**config.mk**
```make
export PLATFORM = sky130hd
export DESIGN_NAME = voxel_six_neighbor_majority_vote_flat
export DESIGN_NICKNAME = d
export VERILOG_FILES = /design/src/design/vsnmv_pkg.sv /design/src/design/vsnmv_if.sv /design/src/design/voxel_six_neighbor_majority_vote.sv /design/src/design/vsnmv_vote.sv /design/src/flat_wrapper.sv
export SDC_FILE = /design/constraint.sdc
export NUM_CORES = 1
export LEC_CHECK = 0
export BUFFER_PORTS_ARGS = -buffer_cell sky130_fd_sc_hd__buf_2
export CORE_UTILIZATION = 58
export DETAILED_ROUTE_END_ITERATION = 6
export PLACE_DENSITY_LB_ADDON = 0.1
export SLEW_MARGIN = 40
export SYNTH_ARGS = -nofsm -noshare
export SYNTH_HDL_FRONTEND = slang
export SYNTH_SLANG_ARGS = --single-unit
```
**constraint.sdc**
```tcl
create_clock -name clk -period 8.8 [get_ports clk]
set_input_delay 0.44 -clock clk [delete_from_list [all_inputs] [get_ports clk]]
set_output_delay 0.44 -clock clk [all_outputs]
set_load 0.01 [all_outputs]
```
**src/design/vsnmv_pkg.sv**
```systemverilog
// Shared types and constants for the six-neighbour majority vote block.
// No dependencies; compiled first.
package vsnmv_pkg;

    localparam int unsigned FIELD_BITS         = 32;  // width of every label field on the ports
    localparam int unsigned LABEL_BITS_DEFAULT = 32;
    localparam int unsigned NUM_DIRS           = 6;
    localparam int unsigned DIR_BITS           = 3;
    localparam int unsigned CNT_BITS           = $clog2(NUM_DIRS + 1);

    // Scan order of the neighbours, also the bit order of the presence mask
    typedef enum logic [DIR_BITS-1:0] {
        DIR_MINUS_Z = 3'd0,
        DIR_MINUS_Y = 3'd1,
        DIR_MINUS_X = 3'd2,
        DIR_PLUS_X  = 3'd3,
        DIR_PLUS_Y  = 3'd4,
        DIR_PLUS_Z  = 3'd5
    } dir_t;

    typedef logic [CNT_BITS-1:0] cnt_t;

    typedef struct packed {
        logic                  is_bad;
        logic                  filled;
        dir_t                  source_direction;
        logic [FIELD_BITS-1:0] new_label;
    } vote_result_t;

endpackage

```
**src/design/vsnmv_if.sv**
```systemverilog
// Valid/ready channel interfaces for the voxel request and the vote result.
// Depends on vsnmv_pkg.
interface vsnmv_in_if
    import vsnmv_pkg::*;
    ();
    logic                  valid;
    logic                  ready;
    logic [FIELD_BITS-1:0] center_label;
    logic [FIELD_BITS-1:0] label_minus_z;
    logic [FIELD_BITS-1:0] label_minus_y;
    logic [FIELD_BITS-1:0] label_minus_x;
    logic [FIELD_BITS-1:0] label_plus_x;
    logic [FIELD_BITS-1:0] label_plus_y;
    logic [FIELD_BITS-1:0] label_plus_z;
    logic [NUM_DIRS-1:0]   neighbor_present;

    modport source (
        output valid, center_label, label_minus_z, label_minus_y, label_minus_x,
               label_plus_x, label_plus_y, label_plus_z, neighbor_present,
        input  ready
    );
    modport sink (
        input  valid, center_label, label_minus_z, label_minus_y, label_minus_x,
               label_plus_x, label_plus_y, label_plus_z, neighbor_present,
        output ready
    );
endinterface

interface vsnmv_out_if
    import vsnmv_pkg::*;
    ();
    logic                  valid;
    logic                  ready;
    logic                  is_bad;
    logic                  filled;
    logic [DIR_BITS-1:0]   source_direction;
    logic [FIELD_BITS-1:0] new_label;

    modport source (
        output valid, is_bad, filled, source_direction, new_label,
        input  ready
    );
    modport sink (
        input  valid, is_bad, filled, source_direction, new_label,
        output ready
    );
endinterface

```
**src/design/voxel_six_neighbor_majority_vote.sv**
```systemverilog
// Path: an accepted request is captured in the input stage, then voted into the result register, which offers it.
// Throughput: one request per cycle while result.ready does not stall; the input stage and the result register
// each hand on whenever the next stage is empty or being drained.
// Reset: rst_n asynchronous, active low; empties both stages, payload kept as is.
// Top level of the six-neighbour majority vote; depends on vsnmv_pkg, vsnmv_if
// and vsnmv_vote.
module voxel_six_neighbor_majority_vote
    import vsnmv_pkg::*;
#(
    parameter int unsigned LABEL_BITS = LABEL_BITS_DEFAULT
) (
    input  logic         clk,
    input  logic         rst_n,
    vsnmv_in_if.sink     voxel,
    vsnmv_out_if.source  result
);

    // Input stage: labels trimmed to LABEL_BITS on capture
    logic                               in_valid_reg;
    logic                               in_valid_next;
    logic [LABEL_BITS-1:0]              center_reg;
    logic [LABEL_BITS-1:0]              center_next;
    logic [NUM_DIRS-1:0][LABEL_BITS-1:0] lab_reg;
    logic [NUM_DIRS-1:0][LABEL_BITS-1:0] lab_next;
    logic [NUM_DIRS-1:0]                present_reg;
    logic [NUM_DIRS-1:0]                present_next;

    // Result stage
    logic                               out_valid_reg;
    logic                               out_valid_next;
    vote_result_t                       out_reg;
    vote_result_t                       out_next;

    logic                               out_free;
    logic                               in_take;
    logic                               advance;
    vote_result_t                       vote;

    // Result register can load when empty or when its request is being taken
    assign out_free = !out_valid_reg || result.ready;
    assign advance  = in_valid_reg && out_free;

    // Input stage frees up in the same cycle it hands on, so requests stream
    assign voxel.ready = !in_valid_reg || out_free;
    assign in_take     = voxel.valid && voxel.ready;

    always_comb
    begin
        center_next              = voxel.center_label[LABEL_BITS-1:0];
        lab_next[DIR_MINUS_Z]    = voxel.label_minus_z[LABEL_BITS-1:0];
        lab_next[DIR_MINUS_Y]    = voxel.label_minus_y[LABEL_BITS-1:0];
        lab_next[DIR_MINUS_X]    = voxel.label_minus_x[LABEL_BITS-1:0];
        lab_next[DIR_PLUS_X]     = voxel.label_plus_x[LABEL_BITS-1:0];
        lab_next[DIR_PLUS_Y]     = voxel.label_plus_y[LABEL_BITS-1:0];
        lab_next[DIR_PLUS_Z]     = voxel.label_plus_z[LABEL_BITS-1:0];
        present_next             = voxel.neighbor_present;
        in_valid_next            = in_take || (in_valid_reg && !out_free);
        out_valid_next           = out_free ? in_valid_reg : 1'b1;
        out_next                 = vote;
    end

    // All the voting work sits between the two registers
    vsnmv_vote #(
        .LABEL_BITS (LABEL_BITS)
    ) u_vote (
        .center_label (center_reg),
        .labels       (lab_reg),
        .present      (present_reg),
        .vote         (vote)
    );

    always_ff @(posedge clk or negedge rst_n)
    begin
        if (!rst_n)
        begin
            in_valid_reg  <= 1'b0;
            out_valid_reg <= 1'b0;
        end
        else
        begin
            in_valid_reg  <= in_valid_next;
            out_valid_reg <= out_valid_next;
        end
    end

    // Payload: loaded only on a handover, no reset needed
    always_ff @(posedge clk)
    begin
        if (in_take)
        begin
            center_reg  <= center_next;
            lab_reg     <= lab_next;
            present_reg <= present_next;
        end
        if (advance)
        begin
            out_reg <= out_next;
        end
    end

    assign result.valid            = out_valid_reg;
    assign result.is_bad           = out_reg.is_bad;
    assign result.filled           = out_reg.filled;
    assign result.source_direction = out_reg.source_direction;
    assign result.new_label        = out_reg.new_label;

endmodule

```
**src/design/vsnmv_vote.sv**
```systemverilog
// Combinational vote: per-neighbour match counts and the running best pick.
// Depends on vsnmv_pkg.
module vsnmv_vote
    import vsnmv_pkg::*;
#(
    parameter int unsigned LABEL_BITS = LABEL_BITS_DEFAULT
) (
    input  logic [LABEL_BITS-1:0]               center_label,
    input  logic [NUM_DIRS-1:0][LABEL_BITS-1:0] labels,
    input  logic [NUM_DIRS-1:0]                 present,
    output vote_result_t                        vote
);

    logic [NUM_DIRS-1:0]       votes;
    cnt_t [NUM_DIRS-1:0]       cnt;
    logic                      bad;
    logic                      found;
    cnt_t                      most;
    dir_t                      best_dir;
    logic [LABEL_BITS-1:0]     best_lab;

    assign bad = center_label[LABEL_BITS-1];

    // Only present, strictly positive neighbours vote
    always_comb
    begin
        for (int d = 0; d < NUM_DIRS; d++)
        begin
            votes[d] = present[d] && !labels[d][LABEL_BITS-1] && (|labels[d]);
        end
    end

    // Count of earlier-or-equal voters sharing label d
    always_comb
    begin
        for (int d = 0; d < NUM_DIRS; d++)
        begin
            cnt[d] = '0;
            for (int e = 0; e < NUM_DIRS; e++)
            begin
                if (e <= d && votes[e] && labels[e] == labels[d])
                begin
                    cnt[d] = cnt[d] + cnt_t'(1);
                end
            end
        end
    end

    // Strictly-greater update: ties stay with the label that got there first
    always_comb
    begin
        most     = '0;
        best_dir = DIR_MINUS_Z;
        best_lab = '0;
        found    = 1'b0;
        for (int d = 0; d < NUM_DIRS; d++)
        begin
            if (votes[d] && cnt[d] > most)
            begin
                most     = cnt[d];
                best_dir = dir_t'(DIR_BITS'(d));
                best_lab = labels[d];
                found    = 1'b1;
            end
        end
    end

    always_comb
    begin
        vote.is_bad           = bad;
        vote.filled           = bad && found;
        vote.source_direction = (bad && found) ? best_dir : DIR_MINUS_Z;
        vote.new_label        = (bad && found) ? FIELD_BITS'(signed'(best_lab))
                                               : FIELD_BITS'(signed'(center_label));
    end

endmodule

```
**src/flat_wrapper.sv**
```systemverilog
// flat-port wrapper written by rule: the top's interface ports become plain ports
module voxel_six_neighbor_majority_vote_flat import vsnmv_pkg::*;
#(
    parameter int unsigned LABEL_BITS = LABEL_BITS_DEFAULT
)
  (clk, rst_n, voxel_valid, voxel_center_label, voxel_label_minus_z, voxel_label_minus_y, voxel_label_minus_x, voxel_label_plus_x, voxel_label_plus_y, voxel_label_plus_z, voxel_neighbor_present, voxel_ready, result_valid, result_is_bad, result_filled, result_source_direction, result_new_label, result_ready);
  vsnmv_in_if voxel_i ();
  vsnmv_out_if result_i ();
  input  logic clk;
  input  logic rst_n;
  input wire logic [$bits(voxel_i.valid)-1:0] voxel_valid;
  input wire logic [$bits(voxel_i.center_label)-1:0] voxel_center_label;
  input wire logic [$bits(voxel_i.label_minus_z)-1:0] voxel_label_minus_z;
  input wire logic [$bits(voxel_i.label_minus_y)-1:0] voxel_label_minus_y;
  input wire logic [$bits(voxel_i.label_minus_x)-1:0] voxel_label_minus_x;
  input wire logic [$bits(voxel_i.label_plus_x)-1:0] voxel_label_plus_x;
  input wire logic [$bits(voxel_i.label_plus_y)-1:0] voxel_label_plus_y;
  input wire logic [$bits(voxel_i.label_plus_z)-1:0] voxel_label_plus_z;
  input wire logic [$bits(voxel_i.neighbor_present)-1:0] voxel_neighbor_present;
  output wire logic [$bits(voxel_i.ready)-1:0] voxel_ready;
  output wire logic [$bits(result_i.valid)-1:0] result_valid;
  output wire logic [$bits(result_i.is_bad)-1:0] result_is_bad;
  output wire logic [$bits(result_i.filled)-1:0] result_filled;
  output wire logic [$bits(result_i.source_direction)-1:0] result_source_direction;
  output wire logic [$bits(result_i.new_label)-1:0] result_new_label;
  input wire logic [$bits(result_i.ready)-1:0] result_ready;
  assign voxel_i.valid = voxel_valid;
  assign voxel_i.center_label = voxel_center_label;
  assign voxel_i.label_minus_z = voxel_label_minus_z;
  assign voxel_i.label_minus_y = voxel_label_minus_y;
  assign voxel_i.label_minus_x = voxel_label_minus_x;
  assign voxel_i.label_plus_x = voxel_label_plus_x;
  assign voxel_i.label_plus_y = voxel_label_plus_y;
  assign voxel_i.label_plus_z = voxel_label_plus_z;
  assign voxel_i.neighbor_present = voxel_neighbor_present;
  assign voxel_ready = voxel_i.ready;
  assign result_valid = result_i.valid;
  assign result_is_bad = result_i.is_bad;
  assign result_filled = result_i.filled;
  assign result_source_direction = result_i.source_direction;
  assign result_new_label = result_i.new_label;
  assign result_i.ready = result_ready;
  voxel_six_neighbor_majority_vote #(.LABEL_BITS(LABEL_BITS)) u_core (.clk(clk), .rst_n(rst_n), .voxel(voxel_i), .result(result_i));
endmodule
```
After elaboration in Yosys (flattened, before gate mapping). Cells that the tools add are included.

Register bits: 269. Word-level logic and storage cells: 153. Bits of input ports: 234. Output and inout port bits: 39.

Bitwise operators: 1. Mux-type cells: 45. Reductions and logical operators: 56. $add $sub $neg: 15. Equality and inequality tests: 15. Order comparisons: 6.

Operators with widths (number): == test 32 bit (15); 2-to-1 mux 32 bit (7); OR reduction 32 bit (6); 2-to-1 mux 3 bit (22); adder 3 x 1 -> 3 bit (second input constant) (15); logical AND 1 bit (37); greater-than comparator 3 bit (5); 2-to-1 mux 1 bit (14); logical NOT 1 bit (9); 2-to-1 mux 2 bit (2); logical OR 1 bit (3); OR reduction 3 bit (1); greater-than comparator 1 bit (second input constant) (1); NOT 1 bit (1).

Depth between registers and ports, before layout. Gate-level depths: netlist of run 1.

Depth after elaboration: 25. Gate-level depth with buffers: 40. Mapped depth without buffers: 35.

Hierarchy. Synthesis of run 1 repeated with hierarchy kept, for this count alone.

Cells, all modules: 1578. Area total of the unflattened synthesis: 17282.8 µm².

By module, submodules not included: vsnmv_vote (times used 1, sequential area each 0.0 µm², cells an instance 1303, area each 9161.3 µm²); voxel_six_neighbor_majority_vote (times used 1, sequential area each 8067.7 µm², cells an instance 275, area each 8121.5 µm²).

Worst setup path before layout of run 1. OpenSTA, ideal clock, no wires.

Kind: register -> register. Start: register u_core.lab_reg[39] (netlist bit). End: register u_core.out_reg, in the netlist u_core.result.new_label[19] (data pin). Clock period less this slack: 7.871 ns. Setup time: 0.264 ns. Path buffers: 5. Required time: 8.536 ns. Stages on the path, launching flop included: 40. Data arrival time: 7.607 ns. Setup slack: 0.929 ns. Cell sequence: edfxtp_1 -> clkbuf_1 -> nor4_1 -> nand4_1 -> o21ai_1 -> or3_1 -> inv_1 -> ha_1 -> nand2_1 -> o21ai_0 -> ha_1 -> nor2b_1 -> o21a_1 -> o221ai_1 -> buf_2 -> nand2_1 -> o21ai_0 -> inv_1 -> [4 not listed] -> mux2_2 -> inv_1 -> ha_1 -> a31o_2 -> a21o_1 -> nor2_1 -> clkbuf_1 -> mux2_2 -> ha_1 -> nor2b_1 -> o21ai_0 -> a32oi_1 -> and2_1 -> buf_2 -> o31ai_4 -> buf_6 -> nor2b_1 -> a31oi_1.

RTL lines: start: declaration (RTL line voxel_six_neighbor_majority_vote.sv:23) `logic [NUM_DIRS-1:0][LABEL_BITS-1:0] lab_reg;`; start signal: assignment (RTL line voxel_six_neighbor_majority_vote.sv:92) `lab_reg <= lab_next;`; end signal: assignment (RTL line voxel_six_neighbor_majority_vote.sv:97) `out_reg <= out_next;`; end: declaration (RTL line voxel_six_neighbor_majority_vote.sv:31) `vote_result_t out_reg;`.

==> results.yml, run 1 <==
yosys:
  synth_cell_types: 52
  ys_ff_latch: 269
  netlist_area_um2: 17400
  ys.flop_type: "edfxtp_1"
  yosys_warnings: 0
  synthArstFlopShare_pct: 0.743
  synth-compound-area-share_pct: 8.09
  synthTopCellsByArea: "edfxtp_1 (46%), xor2_1 (25%), nor4_1 (6.1%), clkbuf_1 (2.9%), buf_2 (2.5%)"
  muxShareOfSynthArea_pct: 0.793
  synth_cells: 1595
  synth_edf_count: 267
  synthAdderAreaFrac_pct: 1.99
  synth-xor-area-share_pct: 25.1
  synth_top_cell_area_share_pct: 46.2
  ys_seq_area_share_pct: 46.5
  syn_avg_cell_area_um2: 10.9
  synth_top_family_by_area: "XOR/XNOR gates"
  yosys.area_share.simple_pct: 11.3
  synth_nets: 1856
  synth_top_cell_by_area: "edfxtp_1"
global_route:
  grt_pass1_wl_mm: 104
  grt_max_degree: 85
  grt_antenna_before_repair: 0
  grt_pass1_vias: 14389
  grt.total_usage_pct: 48.9
  overflow: 0
drt:
  wl_met3_mm: 11.8
  met1_length_mm: 27.3
  avgViaCountPerCell: 7.03
  vias: 15039
  routed_wl_mm: 75.8
  drt_iter0_drc: 2554
  ant_nets: 0
  drt-wirelength-per-cell_um: 35.5
  dr.pass1.iters: 6
  remaining_drc_errors: 0
  wl_met2_mm: 30.1
  highest-signal-layer: "met4"
final_layout:
  drive_gt1_share_pct: 22.8
  area_growth_pct: 13.2
  num_antenna_cells: 0
  largest_reg_flops: 192
  nets: 1996
  final_area_um2: 19600
cts:
  clk_pin_slew_worst_paths_ps: 70
  htreeDepth: 1
  cts_tree: "done"
  clk_latency_ps: 570
  cts-buffers-inserted: 26
  clock_sink_count: 269
  cts_buffer_depth: 3
  root_buffer: "clkbuf_16"
sta:
  clock_skew_ps: 29.4
  worst_slack_ps: 261
  setup-violations-final: 0
  fin_crit_sh_pct: 97.0
  tightestPinTransition_ps: 903
  hold_viol: 0
  period_needed_ps: 8540
  rsz0062_at_grt: "false"
  maxSlewHeadroom_pct: 39.8
  timing.hold.ws_ps: 38.0
  setup-tns-final_ps: 0
  maxSlewViolCount: 0
  fmax_mhz: 117
placed_design:
  pre_cts_slack_ps: 385
  dpl.hpwl_mm: 53.8
  portBuffers: 272
  placed_cell_area_um2: 18700
  gp_congestion: 1.13
floorplan:
  die_y_um: 175
  die_w_um: 175
  dieArea_um2: 30600
  rows: 62
  core_um2: 29100
  ios: 273
  initial_utilization_pct: 59.7
worst_setup_path:
  cp_max_fo: 55
  cp-end-kind: "register"
  arrival_ps: 8810
  startpoint: "u_core.lab_reg[33]$_DFFE_PP_"
  reg2reg_slack_ps: 260
  cp_slowest_cell: "edfxtp_1"
  crit_path_start_kind: "register"
  r2r_cells: 32
  path_common_cell: "ha_1"
  crit_required_ps: 9070
  cp_slowest_stage_delay_ps: 630
  path_class: "register to register"
  r2r-start: "u_core.lab_reg[33]$_DFFE_PP_"
min_path:
  hold_class: "input pin to register"
  hold_start: "voxel_label_minus_y[24]"
  hold_path_depth: 1
power_and_ir_drop:
  power_density_nw_per_um2: 177
  finalPower_w: 0.00348
  vdd_drop_max_mv: 0.185
  p_leak_nw: 7.62
run:
  cap_violations: 0
outcome:
  outcome: "finished, final reports clean"
-- cell usage in the layout (no fill, tap or decap), types with 7 or more instances in the layout --
master,synthesis,routed
clkbuf_1,132,8
a31oi_1,9,9
nor2_1,32,31
xor2_1,488,488
o21ai_0,39,39
a32oi_1,23,23
nor4_1,168,164
nor2b_1,18,18
o211ai_1,18,18
inv_1,26,26
buf_4,3,65
a211oi_1,22,22
nor3_1,11,10
ha_1,26,26
nand4_1,42,42
clkbuf_16,0,26
nand2_1,53,52
o22ai_1,22,22
buf_2,85,272
mux2i_1,7,7
a221o_1,31,31
edfxtp_1,267,267
-- timing repair --
item / in CTS / in global routing
hold buffers: 1 / 0
resized for setup: 0 / 6
endpoints found under the setup margin: 0 / 33
buffers inserted: 0 / 13
hold endpoints to repair: 2 / 0
-- metrics by stage --
step,utilization (%),std cells
after floorplan,-,1595
after detailed placement,64.2,2077
after CTS,67.1,2125
after global placement,64.2,2077
final,67.5,2138
after global routing,67.5,2138
-- cell usage after synthesis, drive strengths merged, types with 9 or more instances --
master and n:
edfxtp 267, a211oi 22, inv 27, ha 26, buf 96, nand2 53
nor2b 18, nor4 169, a31oi 9, xor2 488, nand4 42, a221o 31
o211ai 18, clkbuf 133, nor2 33, nor3 13, o22ai 22, a32oi 23
o21ai 45
-- where the power goes --
group          leakage (nW)  switching, W  internal [W]
Sequential             2.59      0.000251       0.00153
Combinational          4.63      0.000351      0.000248
Clock                 0.397      0.000468      0.000631
Total                  7.62       0.00107       0.00241
-- critical path, delay by kind of cell, from the launching register on --
kind | cells | cell delay [ps]
DFF | 1 | 630
AOI/OAI and AO/OA | 11 | 2300
adders and majority gates | 5 | 1530
muxes | 2 | 760
and+or+nand+nor | 9 | 2160
xor gates and xnor gates | 2 | 460
buffers and inverters | 3 | 410
-- per-layer routing --
layer,up-vias,global-route usage [%]
met3,467,22.0
li1,5967,-
met4,0,31.6
met1,7072,61.5
met2,1533,68.0
met5,-,0
-- kinds of logic after synthesis --
family / after synthesis
fa+ha+maj: 27
compound gates: 188
xor+xnor: 495
buf+inv: 256
flops: 269
mux: 13
simple gates: 347
-- area by class of cell --
type / count / area, um2
well taps: 384 / 480
clock buffers: 34 / 681
clock inverters: 13 / 146
fillers: 2163 / 9440
repair buffers: 341 / 1900
inverters: 27 / 101
flip-flops and latches: 269 / 8070
multi-input cells: 1070 / 8270
-- path summary, 6_finish.rpt --
| check | endpoint |
|---|---|
| max | u_core.result.new_label[27]$_DFFE_PP_ |
| min | u_core.lab_reg[56]$_DFFE_PP_ |
| max reg2reg | u_core.result.new_label[27]$_DFFE_PP_ |
| min reg2reg | u_core.result.valid$_DFF_PN0_ |
| max in group asynchronous | u_core.in_valid_reg$_DFF_PN0_ |
| min in group asynchronous | u_core.result.valid$_DFF_PN0_ |
Note: power is estimated with default switching activity, not from simulation.
==> run 2: changes to the inputs <==
CORE_UTILIZATION = 35   (was 58)
==> results.yml, run 2 (same netlist as run 1, synthesis figures left out) <==
final_layout:
  fin_util_pct: 42.2
  seq_area_um2: 8070
  final_cell_mix: "xor2_1 (488), buf_2 (272), edfxtp_1 (267)"
  multiInputGateArea_um2: 8250
  drive_gt1_share_pct: 25.9
  nets: 2062
  mostFrequentLayoutCell: "xor2_1"
  largest_reg_flops: 192
  fill_cells: 4769
  area_growth_pct: 18.9
sta:
  rsz0062_at_grt: "false"
  fmax_mhz: 118
  hold_viol: 0
  clock_skew_ps: 15.5
  maxSlewViolCount: 0
  period_needed_ps: 8500
  setup-violations-final: 0
  worst_slack_ps: 296
  fin_crit_sh_pct: 96.6
  tightestPinTransition_ps: 909
  setup-tns-final_ps: 0
  maxSlewHeadroom_pct: 38.8
drt:
  dr.pass1.iters: 6
  drt-wirelength-per-cell_um: 35.8
  avgViaCountPerCell: 5.91
  drt_iter0_drc: 1584
  routed_wl_mm: 89.0
  remaining_drc_errors: 0
  ant_nets: 0
  vias: 14697
worst_setup_path:
  path_delay_family: "compound AO/OA/AOI/OAI gates"
  crit_required_ps: 9100
  cp_slowest_cell: "edfxtp_1"
  crit_path_start_kind: "register"
  path_class: "register to register"
  path_common_cell: "ha_1"
  cp_max_fo: 22
  arrival_ps: 8810
  crit_buf_inv: 4
  cp-end-kind: "register"
  reg2reg_slack_ps: 300
  cp_slowest_stage_delay_ps: 650
cts:
  htreeDepth: 1
  root_buffer: "clkbuf_16"
  cts_buffer_depth: 3
  cts-buffers-inserted: 29
  clock_sink_count: 269
  cts_tree: "done"
  clk_pin_slew_worst_paths_ps: 60
  clk_latency_ps: 570
placed_design:
  gp_congestion: 1.03
  pre_cts_slack_ps: 243
  dpl.hpwl_mm: 65.3
  portBuffers: 272
floorplan:
  core_um2: 49000
  initial_utilization_pct: 35.5
  die_y_um: 225
  rows: 81
  ios: 273
  die_w_um: 225
  dieArea_um2: 50500
global_route:
  grt_pass1_vias: 14438
  grt_max_degree: 68
  grt_antenna_before_repair: 0
  grt_pass1_wl_mm: 119
  overflow: 0
  grt.total_usage_pct: 34.9
min_path:
  hold_class: "input pin to register"
power_and_ir_drop:
  vdd_drop_max_mv: 0.179
  p_leak_nw: 8.00
  finalPower_w: 0.00366
  power_density_nw_per_um2: 177
run:
  cap_violations: 0
outcome:
  outcome: "finished, final reports clean"
-- run 2: report_power, final --
group          switching [W]  internal [W]
Sequential          0.000231       0.00153
Clock               0.000506      0.000724
Combinational       0.000401      0.000274
Total                0.00114       0.00253
-- run 2: worst paths after layout --
kind | start | end | cells past startpoint
setup / recovery | u_core.lab_reg[62]$_DFFE_PP_ | u_core.result.new_label[1]$_DFFE_PP_ | 33
hold / removal | voxel_label_plus_z[16] | u_core.lab_reg[176]$_DFFE_PP_ | 1
setup reg to reg | u_core.lab_reg[62]$_DFFE_PP_ | u_core.result.new_label[1]$_DFFE_PP_ | 33
hold reg to reg | u_core.in_valid_reg$_DFF_PN0_ | u_core.result.valid$_DFF_PN0_ | 1
max in group asynchronous | rst_n | u_core.in_valid_reg$_DFF_PN0_ | 2
min in group asynchronous | rst_n | u_core.result.valid$_DFF_PN0_ | 2
-- run 2: repair_timing --
item / in CTS / in global routing
setup endpoints to repair: 0 / 33
setup buffers: 0 / 41
hold buffers: 1 / 0
gates resized for setup: 0 / 3
hold endpoints to repair: 2 / 0
-- run 2: final cells by class --
cell class	instances	area share, %
well taps	664	4.02
clock inverters	19	1.04
flip-flops and latches	269	39.1
diodes	1	0.0121
clock buffers	34	3.61
inverters	27	0.491
repair buffers	404	11.8
multi-input cells	1070	40.0
-- run 2: stage by stage --
stage                     hold slack, ps  cells  cell area [um2]
final                               46.2   2488            20600
after global routing                22.0   2487            20600
after CTS                           14.1   2445            20300
after detailed placement             231   2391            19300
after global placement               227   2390            19300
after floorplan                      144   1595            17400
-- run 2: worst register-to-register path, delay by kind of cell (launching register included) --
family	cells	cell delay, ps
adder cells (fa/ha/maj)	5	1400
AND/OR/NAND/NOR	9	2230
XOR/XNOR	1	240
multiplexers	2	760
AO/OA/AOI/OAI	12	2500
flip-flops	1	650
buffers and inverters	4	460
-- run 2: layer usage --
metal / GRT usage [%] / vias to the layer above / routed length [um]
met1: 45.2 / 7332 / 35600
met5: 0 / - / 0
met2: 53.9 / 958 / 39800
met3: 8.20 / 285 / 8290
met4: 18.8 / 0 / 5350
li1: - / 6122 / -
==> run 3: changes to the inputs <==
ABC_CLOCK_PERIOD_IN_PS = 8800   (was unset)
PLACE_DENSITY_LB_ADDON = unset   (was 0.1)
==> results.yml, run 3 (same netlist as run 1, synthesis figures left out) <==
outcome:
  outcome: "finished, final reports clean"
global_route:
  grt_pass1_vias: 14395
  overflow: 0
  grt_max_degree: 74
  globalRouteMet2Util_pct: 54.5
  busiest_layer: "met2"
  grt_use_met1_pct: 45.9
  grt_pass1_wl_mm: 120
  grt.total_usage_pct: 35.2
  grt_antenna_before_repair: 1
  grtUsageMet3_pct: 6.54
power_and_ir_drop:
  power_frac_seq_pct: 49.3
  power_density_nw_per_um2: 176
  p_clk_share_pct: 32.1
  p_leak_nw: 7.81
  power.internal_w: 0.00242
  p_switching_w: 0.00115
  vdd_drop_max_mv: 0.146
  p_comb_share_pct: 18.6
  swShare_pct: 32.2
floorplan:
  ios: 273
  die_y_um: 225
  die_w_um: 225
  dieArea_um2: 50500
  initial_utilization_pct: 35.5
  core_um2: 49000
  rows: 81
sta:
  maxSlewHeadroom_pct: 43.2
  maxSlewViolCount: 0
  period_needed_ps: 8430
  rsz0062_at_grt: "false"
  setup-tns-final_ps: 0
  fin_crit_sh_pct: 95.8
  fmax_mhz: 119
  hold_viol: 0
  setup-violations-final: 0
  clock_skew_ps: 23.5
  tightestPinTransition_ps: 843
drt:
  drt-wirelength-per-cell_um: 36.8
  ant_nets: 0
  drt_iter0_drc: 1785
  dr.pass1.iters: 5
  vias: 14663
  avgViaCountPerCell: 5.97
  routed_wl_mm: 90.4
  remaining_drc_errors: 0
min_path:
  hold_class: "input pin to register"
worst_setup_path:
  cp_slowest_stage_delay_ps: 600
  crit_path_start_kind: "register"
  cp_slowest_cell: "edfxtp_1"
  cp-end-kind: "register"
  path_common_cell: "ha_1"
  path_class: "register to register"
  arrival_ps: 8730
  crit_required_ps: 9100
  cp_max_fo: 20
placed_design:
  dpl.cell_count: 2397
  dpl.hpwl_mm: 66.6
  portBuffers: 272
  gp_congestion: 1.05
cts:
  htreeDepth: 1
  cts_buffer_depth: 3
  cts_tree: "done"
  clock_sink_count: 269
  clk_latency_ps: 580
  clk_pin_slew_worst_paths_ps: 70
  root_buffer: "clkbuf_16"
  cts-buffers-inserted: 29
final_layout:
  area_growth_pct: 16.8
  final_cells: 2456
  drive_gt1_share_pct: 24.4
  fill_cells: 4640
  final_cell_mix: "xor2_1 (488), buf_2 (272), edfxtp_1 (267)"
  largest_reg_flops: 192
  nets: 2031
  mostFrequentLayoutCell: "xor2_1"
  num_antenna_cells: 0
run:
  cap_violations: 0
==> run 3: cell count changes in the layout (fill, tap and decap cells not counted), sizes merged <==
cell	previous run	this run
clkinvlp	4	2
diode	1	0
bufinv	4	1
clkinv	10	16
inv	28	27
buf	403	372
==> run 3: timing repair <==
item | in CTS | in global routing
endpoints found under the hold margin | 2 | 0
buffers inserted | 0 | 5
hold buffers | 1 | 0
endpoints found under the setup margin | 0 | 23
resized for setup | 0 | 0
==> run 3: final timing paths <==
path | from | to | slack (ps) | depth (start not counted)
setup / recovery | u_core.lab_reg[43]$_DFFE_PP_ | u_core.result.new_label[12]$_DFFE_PP_ | 370 | 33
hold / removal | voxel_label_minus_y[24] | u_core.lab_reg[56]$_DFFE_PP_ | 40 | 1
setup reg to reg | u_core.lab_reg[43]$_DFFE_PP_ | u_core.result.new_label[12]$_DFFE_PP_ | 370 | 33
hold reg to reg | u_core.in_valid_reg$_DFF_PN0_ | u_core.result.valid$_DFF_PN0_ | 510 | 1
max in group asynchronous | rst_n | u_core.in_valid_reg$_DFF_PN0_ | 8530 | 2
min in group asynchronous | rst_n | u_core.result.valid$_DFF_PN0_ | 180 | 2
==> run 3: final cells by class <==
type                            instances  area (um2)  share of cell area, %
Clock inverter                         19         128                  0.629
Timing Repair Buffer                  373        2160                   10.6
Tap cell                              664         831                   4.10
Sequential cell                       269        8070                   39.8
Multi-Input combinational cell       1070        8250                   40.7
Inverter                               27         101                  0.500
Clock buffer                           34         744                   3.67
==> run 3: worst max-delay path, delay by kind of cell, from the launching register on <==
| family | cells | cell delay (ps) |
|---|---|---|
| compound gates | 12 | 2390 |
| mux | 2 | 670 |
| xor+xnor | 2 | 490 |
| simple gates | 9 | 1870 |
| flops | 1 | 600 |
| buf+inv | 3 | 530 |
| fa+ha+maj | 5 | 1590 |
==> run 3: power by group through the flow <==
stage	registers [W]	logic (W)	clock network (W)
final	0.00176	0.000664	0.00115
after global routing	0.00175	0.000698	0.00121
after CTS	0.00175	0.000647	0.00118
after detailed placement	0.00177	0.000643	0
after global placement	0.00178	0.000644	0
after floorplan	0.00159	0.000458	0
==> run 3: routing by layer <==
metal	routed length [um]	up-vias
li1	-	6060
met1	35900	7318
met2	39600	1001
met3	8350	284
met4	6480	0
met5	0	-
==> run 3: metrics by stage <==
step / setup slack, ps / hold WS (ps) / area [um2] / power [W] / utilization, %
3_3_place_gp: 693 / 224 / 19300 / 0.00242 / 39.5
4_1_cts: 475 / 4.49 / 20200 / 0.00357 / 41.3
3_5_place_dp: 521 / 228 / 19300 / 0.00242 / 39.5
5_1_grt: 48.8 / 20.3 / 20300 / 0.00367 / 41.4
6_report: 369 / 39.7 / 20300 / 0.00357 / 41.4
2_1_floorplan: 929 / 144 / 17400 / 0.00205 / -
